<file path="config.mk">
export PLATFORM = sky130hd
export DESIGN_NAME = tcc_div_cell
export DESIGN_NICKNAME = d
export VERILOG_FILES = /design/src/hdl/tcc_pkg.sv /design/src/hdl/tcc_div_cell.sv
export SDC_FILE = /design/constraint.sdc
export NUM_CORES = 1
export LEC_CHECK = 0
export ABC_AREA = 1
export ABC_CLOCK_PERIOD_IN_PS = 1070
export BUFFER_PORTS_ARGS = -buffer_cell sky130_fd_sc_hd__buf_2
export CAP_MARGIN = 10
export CORE_AREA = 2 2 213 215
export DETAILED_ROUTE_END_ITERATION = 16
export DIE_AREA = 0 0 215 217
export GPL_TIMING_DRIVEN = 0
export PLACE_DENSITY_LB_ADDON = 0.3
export SYNTH_ARGS = -nofsm -noshare
export SYNTH_HDL_FRONTEND = slang
export SYNTH_SLANG_ARGS = --single-unit
export TNS_END_PERCENT = 10
</file>
<file path="constraint.sdc">
create_clock -name clk -period 1.07 [get_ports clk]
set_clock_uncertainty 0.05 [all_clocks]
set_input_delay 0.1605 -clock clk [delete_from_list [all_inputs] [get_ports clk]]
set_output_delay 0.1605 -clock clk [all_outputs]
set_load 0.02 [all_outputs]
</file>
<file path="src/hdl/tcc_pkg.sv">
// Package for the timestamp clock converter.
// Holds register indexes, function and mode codes, and the divider cell payload type.
// No dependencies.
package tcc_pkg;

	localparam int unsigned DIV_STEPS = 95;
	localparam int unsigned QUO_W     = 95;
	localparam int unsigned TS_W      = 64;
	localparam int unsigned MULT_W    = 32;
	localparam int unsigned SHIFT_W   = 5;
	localparam int unsigned IDX_W     = 3;

	typedef enum logic [IDX_W-1:0] {
		REG_MODE        = 3'd0,
		REG_MULT        = 3'd1,
		REG_SHIFT       = 3'd2,
		REG_ZERO        = 3'd3,
		REG_OFFSET      = 3'd4,
		REG_FIX_EN      = 3'd5,
		REG_FIX_MULT    = 3'd6,
		REG_FIX_SHIFT   = 3'd7
	} reg_idx_t;

	localparam logic [1:0] FUNC_TO_EVENT = 2'd0;
	localparam logic [1:0] FUNC_TO_NS    = 2'd1;
	localparam logic [1:0] FUNC_TO_REAL  = 2'd2;

	localparam logic [1:0] MODE_NONE  = 2'd0;
	localparam logic [1:0] MODE_TICKS = 2'd1;

	typedef struct packed {
		logic use_div;
		logic use_mul;
		logic fix_sel;
		logic add_off;
	} flags_t;

	typedef struct packed {
		flags_t              flags;
		logic [TS_W-1:0]     a;
		logic [TS_W-1:0]     x;
		logic [MULT_W-1:0]   rem;
		logic [QUO_W-1:0]    quo;
	} cell_t;

endpackage

</file>
<file path="src/hdl/tcc_div_cell.sv">
// One restoring division step of the divider chain.
// Depends on tcc_pkg.
module tcc_div_cell #(
	parameter int unsigned INDEX = 0
) (
	input  logic                         clk,
	input  logic                         arst_n,
	input  logic                         en,
	input  logic [tcc_pkg::MULT_W-1:0]   divisor,
	input  logic                         valid_i,
	input  tcc_pkg::cell_t               d,
	output logic                         valid_o,
	output tcc_pkg::cell_t               q
);

	logic                       bit_in;
	logic [tcc_pkg::MULT_W:0]   cur;
	logic [tcc_pkg::MULT_W:0]   diff;
	logic                       ge;
	tcc_pkg::cell_t             nxt;
	logic                       valid_q;
	tcc_pkg::cell_t             data_q;

	generate
		if (INDEX < tcc_pkg::TS_W) begin : g_bit
			assign bit_in = d.x[tcc_pkg::TS_W-1-INDEX];
		end else begin : g_zero
			assign bit_in = 1'b0;
		end
	endgenerate

	always_comb begin
		cur  = {d.rem, bit_in};
		diff = cur - {1'b0, divisor};
		ge   = (cur >= {1'b0, divisor});
		nxt  = d;
		nxt.rem = ge ? diff[tcc_pkg::MULT_W-1:0] : cur[tcc_pkg::MULT_W-1:0];
		nxt.quo = {d.quo[tcc_pkg::QUO_W-2:0], ge};
	end

	always_ff @(posedge clk or negedge arst_n) begin
		if (!arst_n) begin
			valid_q <= 1'b0;
		end else if (en) begin
			valid_q <= valid_i;
		end
	end

	always_ff @(posedge clk) begin
		if (en) begin
			data_q <= nxt;
		end
	end

	assign valid_o = valid_q;
	assign q       = data_q;

endmodule

</file>
==> results, run 1 <==
- The proportion of synthesized area in mux cells is 0.00103.
- The remaining max-slew budget at the tightest pin is 0.592.
- The checks that failed: negative setup slack.
- The first global-routing pass estimated roughly 72 mm of wire.
- At the worst endpoint, the arrival time is approximately 1700 ps.
- For met2 alone, demand over resource in global routing was 0.363.
- In this run the static leakage power is just over 9 nW.
- The total power divided by cell area is ~1600 nW/um2.
- The largest fanout of any net on the critical path is 7.
- The main combinational cell family by area after synthesis is simple AND/OR/NAND/NOR gates.
- The total half-perimeter wirelength after legalization and detailed placement is about 37 mm.
- The met1 global-route usage is 0.244.
- The synthesized netlist contains 28 unique library cells.
- The post-synthesis share of cell area spent on full adders, half adders and majority gates is 0.0383.
- The tool flagged a number of max-cap violations equal to 0.
- The count of yosys warnings during synthesis is 0.
- Wires add up to about 51 mm.
- In this run the horizontal extent of the chip is ~220 um.
- For this run, global-route usage on met3 was measured as 0.0587.
- The final hold violation count came to 0.
- The tightest min-delay check is of the in2reg type.
- The worst flop-to-flop path endpoint is valid_o$_DFFE_PN0P_.
- Setup repair after global routing could not meet its margin everywhere.
- Total power for the finished layout comes to approximately 32 mW.
- Dividing the final minimum period by the clock period gives 1.40.
- The post-CTS clock slew at the launch and capture registers of the worst setup and hold paths is 60 ps.
- The initial utilization of the core area, before any placement, comes to 0.246.
- In the layout the commonest cells are buf_2, dlygate4sd3_1, edfxtp_1.
- The commonest non-fill, non-tap cell in the layout is buf_2.
- The startpoint of the worst register-to-register path is valid_o$_DFFE_PN0P_.
- Synthesis produced a netlist whose cell count is 908.
- The final routed wire length divided by cell count is 21.1 um.
- The final net count is 2126.
- In this run the mean area of a mapped cell was around 12 um2.
- Derived from the worst setup path, the maximum achievable clock frequency is roughly 0.67 GHz.
- The internal reg-to-reg setup slack is roughly 250 ps.
- The clock latency on the worst-skew pair is 520 ps.
- The finished cells cover 20500 um2.
- The critical path starts at divisor[24].
- The placed instances occupy a cell area of ~15000 um2.
- The routing layer with the top usage in global route is met2.
- The clock sink count is 260.
- The die covers about 47000 um2.
- The worst-case vdd ir drop is about 1100 uV.
- The weighted congestion reported at the end of routability-driven placement is about 0.87.
- Counting I/O delays and the setup requirement, the final critical path takes about 1500 ps.
- The number of antenna-violating nets in the routed design is 0.
- The actual slew at the worst max-slew pin is 612 ps.
- The run finished, with violations left.
- The kind of critical path is in2reg.
- The timing endpoint of the critical path is q[114]$_DFFE_PP_.
- Of the total synthesized cell area, the portion taken by AND, OR, NAND and NOR gates is 0.167.
- The pin count of the biggest net entering global routing is approximately 110.
- The number of antenna violations at the first check in global routing is 19.
- The die outline height is 217 um.
- TritonCTS built the clock tree.
- Of the total synthesized cell area, the portion taken by XOR and XNOR cells is 0.0112.
- Input and output buffers added on the ports amount to between 500 and 600.
- The most frequently used flop master after synthesis is edfxtp_1.
- The root buffer cell is clkbuf_16.
- The fraction of layout cells with a size suffix above 1 is 0.485.
- Counting flops and latches in the post-synthesis netlist gives 260.
- The filler cells instantiated in the layout total around 4200.
- The type of origin of the critical path is an input port.
- In the routed layout, each cell is associated on average with a via count of around 4.2.
- For this run, asynchronously set or reset flops after synthesis account for 0.00385.
- The clock passes through at most 3 buffers.
- The number of placement rows is approximately 80.
- The required time at the endpoint of the critical path is approximately 1300 ps.
- The minimum setup slack in the final design is -430 ps.
- The via count of the first global-routing pass is roughly 11000.
- The residual overflow from global routing is 0.
- In this run, synthesis inferred between 200 and 300 flip-flops with an integrated enable.
- The number of vias in the routed layout is between 10000 and 15000.
- Across every metal layer, demand over resource in global routing totals 0.213.
- The number of nets handed over by synthesis was around 1200.
- The fraction of the yosys area taken by sequential cells is 0.711.
- The mapped netlist covers 11000 um2.
- The utilization of the core after routing is 0.458.
- Hold timing on the final database bottoms out at a slack of ~9 ps.
- The depth of the CTS H-tree is 2.
- The synthesized-area fraction occupied by ao, oa, aoi and oai cells is 0.0119.
- The total iterations of the first detailed-routing run is 5.
- Measured in cells, the most critical reg-to-reg path has a length of 1.
- Setup violations remaining at the end of the flow were counted as ~300.
- The worst setup path is captured at a register.
- OpenSTA, run right after detailed placement, puts the worst setup slack at -1240 ps.
- 555 I/O pins were placed.
- The max-slew violation total from the final report is 0.
- The starting DRC count in detailed routing is slightly above 600.
- In the routed design, unresolved DRC markers number 0.
- From synthesis to final layout, the design area changed by 86.6%.
- The floorplan step defined a core boundary enclosing approximately 45000 um2.
- The number of clock buffers added by TritonCTS is 34.
through the flow:
step                      cells  setup TNS, ps
after floorplan             908         -21260
after global placement     2061       -1064280
after global routing       2432         -79820
final                      2433         -64490
after detailed placement   2063        -138230
after CTS                  2419         -74200
sequential cells by signal (all words and copies together), names as in the netlist:
| signal | count |
|---|---|
| valid_o | 1 |
| q | 259 |
report_power, final:
group | switching (mW) | total [mW] | internal (mW)
sequential | 0.302 | 12.6 | 12.3
clock | 4.66 | 12.5 | 7.84
combinational | 4.11 | 7.26 | 3.15
kinds of logic (layout without fill, tap and decap cells):
logic type | count (synthesis) | after routing
buffers and inverters | 160 | 1076
DFF | 260 | 260
and+or+nand+nor | 415 | 415
xor gates and xnor gates | 14 | 14
other | 0 | 9
muxes | 1 | 1
AOI/OAI and AO/OA | 25 | 25
adders and majority gates | 33 | 33
layer usage:
layer  vias up  share of wire
met5         -         0.0015
met4        14          0.052
met3       117          0.063
met2       395           0.50
met1      4922           0.39
li1       4813              -
synth_stat cells, types with 6 or more instances:
cell type    n  area [um2]
nand3_2     11         110
nor3_1       6        30.0
ha_1        32         400
nand3b_1    11        82.6
and2_1       8        50.1
edfxtp_1   259        7780
buf_2        7        35.0
nand3_1     56         280
inv_1      150         563
nor2_1      34         128
nand2_1    274        1030
xor2_1      13         114
a21oi_1     21         105
worst max-delay path, cell delays in order:
cell and delay [ps]:
buf_2 90, inv_2 40, ha_4 270, nand2_1 70, nand2_1 80, inv_1 70, nand2_2 70, inv_2 80
a21oi_4 60, nor2_4 220, nand2_8 170, buf_12 200, nand3_4 60, nand2_2 60
worst min path at each step:
stage,startpoint,to,slack [ps],cells past startpoint
after floorplan,arst_n,valid_o$_DFFE_PN0P_,-190,0
after global routing,d[95],q[96]$_DFFE_PP_,3,3
after detailed placement,arst_n,valid_o$_DFFE_PN0P_,-90,1
after global placement,arst_n,valid_o$_DFFE_PN0P_,-100,1
final,en,q[206]$_DFFE_PP_,9,1
after CTS,en,q[154]$_DFFE_PP_,-20,1
cell type report:
cell class / instances / area, um2 / area share
Buffer: 9 / 111 / 0.00544
Antenna cell: 9 / 22.5 / 0.00110
Timing Repair Buffer: 855 / 6400 / 0.312
Sequential cell: 260 / 7800 / 0.381
Tap cell: 600 / 751 / 0.0367
Clock inverter: 25 / 358 / 0.0175
Multi-Input combinational cell: 488 / 3610 / 0.176
Clock buffer: 37 / 862 / 0.0421
Inverter: 150 / 568 / 0.0277
what timing repair did:
action | 4_1_cts | 5_1_grt
endpoints found under the setup margin | 294 | 301
endpoints found under the hold margin | 266 | 0
hold buffers | 261 | 0
pin swaps | 53 | 10
cloned | 3 | 0
resized for setup | 359 | 54
buffers inserted | 31 | 5
Power figures use the tool's default switching activity.
==> run 2, diff against run 1 <==
--- a/config.mk
+++ b/config.mk
@@ -17,4 +17,4 @@
 export SYNTH_ARGS = -nofsm -noshare
 export SYNTH_HDL_FRONTEND = slang
 export SYNTH_SLANG_ARGS = --single-unit
-export TNS_END_PERCENT = 10
+export TNS_END_PERCENT = 20
==> run 2 against run 1 <==
Against the previous run:
- the run still ends with negative setup slack left
- global-route usage up 0.052 points
- fmax down 0.70%
- sequential cell count unchanged
- worst setup slack worse by 10 ps
- die area unchanged
- clock-buffer cell count unchanged
- routed wire length up 0.37%
- critical path depth down 2
- first-iteration DRC count down 3.3%
- largest power group unchanged
==> results, run 2 (synthesized netlist as in run 1, its figures left out) <==
- Status: finished, violations left (unchanged).
- Violated checks: negative setup slack (unchanged).
- The residual DRC count came to 0 (unchanged).
- The number of max-cap violations is 0 (unchanged).
- The largest fanout of any net on the critical path is 7 (unchanged).
- The highest-delay cell along the critical path is ha_4 (unchanged).
- The area enclosed by the die boundary is 46700 um2 (unchanged).
- The type of the tightest min-delay check is in2reg (unchanged).
- The starting DRC count in detailed routing is 589 (was 609).
- The root buffer cell is clkbuf_16 (unchanged).
- The part of the total power dissipated in the clock network is 0.385 (was 0.387).
- The arrival time reported for the critical path endpoint is 1730 ps (was 1720 ps).
- The commonest non-fill, non-tap cell in the layout was buf_2 (unchanged).
- The filler cell count is 4184 (was 4218).
- The worst-case hold slack is 5.32 ps (was 9.21 ps).
- The sum of buffers and inverters on the critical path came to 2 (was 5).
- The kind of critical path is in2reg (unchanged).
- The total half-perimeter wirelength after legalization and detailed placement is 37.3 mm (unchanged).
- The flip-flop count of the largest register after layout is 259 (unchanged).
- The number of placement rows is 78 (unchanged).
- Crit path cell chain: buf_8, ha_4, a21o_1, nand2_1, nand2_2, a21oi_2, nand2_2, nor2_4, nand2_8, buf_12, nand3_4, nand2_2 (was buf_2, inv_2, ha_4, nand2_1, nand2_1, inv_1, nand2_2, inv_2, a21oi_4, nor2_4, nand2_8, buf_12, nand3_4, nand2_2).
- The type of origin of the critical path is an input port (unchanged).
- The shortest period the worst path allows is 1510 ps (was 1500 ps).
- The static leakage power is 9.29 nW (was 9.23 nW).
- The clock tree from TritonCTS is built (unchanged).
- Setup repair after global routing missed its margin: true (unchanged).
- The combinational share of power is 0.227 (was 0.225).
- The core footprint is 44700 um2 (unchanged).
- The post-CTS clock slew at the launch and capture registers of the worst setup and hold paths is 60 ps (about the same).
- The capturing element type of the critical path is a register (unchanged).
- The setup slack at placement is -1240 ps (unchanged).
- The effective utilization at floorplan is 0.246 (unchanged).
- The clock latency on the worst-skew pair is 520 ps (about the same).
- The vias per cell came to 4.21 (was 4.22).
- The number of setup violations in the final report is 293 (unchanged).
- The total power consumption of the routed design came to 32.4 mW (was 32.3 mW).
- Commonest non-fill, non-tap cells in the layout: buf_2, dlygate4sd3_1, edfxtp_1 (unchanged).
- The final hold violation count is 0 (unchanged).
- The number of input and output port buffers inserted is 553 (unchanged).
- The total power divided by cell area is 1570 nW/um2 (was 1580 nW/um2).
- The number of buffers created by CTS was 34 (unchanged).
- The net load switching power was 9.09 mW (was 9.07 mW).
- The pin count of the biggest net entering global routing was 112 (unchanged).
- The overall die width is 215 um (unchanged).
- The layout overhead on the synthesized area is 88.2% (was 86.6%).
- The total wirelength of the detailed-routed design is 51.5 mm (was 51.3 mm).
- The final routed wire length divided by cell count is 21.2 um (was 21.1 um).
- The remaining max-slew budget at the tightest pin is 0.601 (was 0.592).
- The wire length of the first global-routing pass is 72.3 mm (was 72.1 mm).
- The actual slew at the worst max-slew pin is 598 ps (was 612 ps).
- The total iterations of the first detailed-routing run is 5 (unchanged).
- The boundary pin count is 555 (unchanged).
- The maximum achievable frequency is 0.662 GHz (was 0.667 GHz).
- The critical path's top delay family is simple AND/OR/NAND/NOR gates (unchanged).
- The cell-internal power is 23.3 mW (about the same).
- The cell type with the highest occurrence count on the critical path is nand2_2.
- The maximum buffer depth of the clock tree came to 3 (unchanged).
- The weighted congestion reported at the end of routability-driven placement came to 0.872 (unchanged).
- The minimum setup slack in the final design is -440 ps (was -430 ps).
- The residual overflow from global routing is 0 (unchanged).
- The global router's overall resource usage is 0.214 (was 0.213).
- The net switching share of the total power is 0.280 (was 0.281).
- The number of antenna violations at the first check in global routing is 19 (unchanged).
- The number of antenna-violating nets in the routed design came to 0 (unchanged).
- The delay contributed by the slowest stage of the critical path came to 240 ps (was 270 ps).
- The utilization of the core after routing is 0.462 (was 0.458).
- The fraction of power consumed by sequential logic is 0.388 (was 0.389).
- The via count of the first global-routing pass is 10755 (was 10740).
- The depth of the CTS H-tree is 2 (unchanged).
- The die outline height is 217 um (unchanged).
- The fraction of layout cells with a size suffix above 1 was 0.488 (was 0.485).
- The required time at the endpoint of the critical path is 1290 ps (about the same).
- The worst-case vdd ir drop was 1050 uV (was 1060 uV).
- The share of the clock period used by the worst path is 1.41 (was 1.40).
- The max-slew violation total from the final report was 0 (unchanged).
- The number of vias in the routed layout is 10251 (was 10261).
- The final net count is 2127 (was 2126).
- The clock sink count is 260 (unchanged).
run 2: power groups by stage:
| stage | clock network, mW | logic [mW] | registers [mW] |
|---|---|---|---|
| global placement | 0 | 5.17 | 12.8 |
| finish | 12.5 | 7.35 | 12.6 |
| detailed placement | 0 | 5.20 | 12.7 |
| floorplan | 0 | 1.52 | 13.9 |
| global route | 13.3 | 7.79 | 12.7 |
| CTS | 13.0 | 7.15 | 12.6 |
run 2: path summary, 6_finish.rpt:
path / depth (start not counted) / end / from / slack, ps
worst max-delay path: 12 / q[114]$_DFFE_PP_ / d[124] / -440
worst min-delay path: 1 / q[165]$_DFFE_PP_ / en / 5
worst max register to register: 1 / valid_o$_DFFE_PN0P_ / valid_o$_DFFE_PN0P_ / 260
worst min register to register: 1 / valid_o$_DFFE_PN0P_ / valid_o$_DFFE_PN0P_ / 470
max in group asynchronous: 3 / valid_o$_DFFE_PN0P_ / arst_n / 400
min in group asynchronous: 3 / valid_o$_DFFE_PN0P_ / arst_n / 460
run 2: stage by stage:
step | area, um2 | cells | setup TNS [ps]
final | 20700 | 2435 | -64570
after detailed placement | 14800 | 2063 | -138230
after global routing | 20600 | 2432 | -79790
after floorplan | 11300 | 908 | -21260
after global placement | 14800 | 2061 | -1064280
after CTS | 20300 | 2422 | -73770
run 2: final cells by class:
| type | instances | area, um2 | share of cell area |
|---|---|---|---|
| multi-input combinational | 488 | 3650 | 0.177 |
| inverter | 150 | 568 | 0.0275 |
| clock buffer | 37 | 862 | 0.0417 |
| antenna | 10 | 25.0 | 0.00121 |
| clock inverter | 25 | 358 | 0.0173 |
| tap | 600 | 751 | 0.0364 |
| sequential | 260 | 7800 | 0.378 |
| buffer | 9 | 115 | 0.00557 |
| timing repair buffer | 856 | 6520 | 0.316 |
run 2: metal layers:
| layer | routed length, um | track usage |
|---|---|---|
| met5 | 91 | 0 |
| met4 | 2640 | 0.114 |
| met3 | 3390 | 0.0590 |
| met2 | 25700 | 0.365 |
| met1 | 19700 | 0.244 |
run 2: what timing repair did:
| action | 4_1_cts | 5_1_grt |
|---|---|---|
| resized for setup | 381 | 81 |
| endpoints found under the hold margin | 267 | 0 |
| setup buffers | 33 | 3 |
| hold buffers | 262 | 0 |
| cloned | 3 | 0 |
| pin swaps | 53 | 12 |
| endpoints found under the setup margin | 294 | 301 |
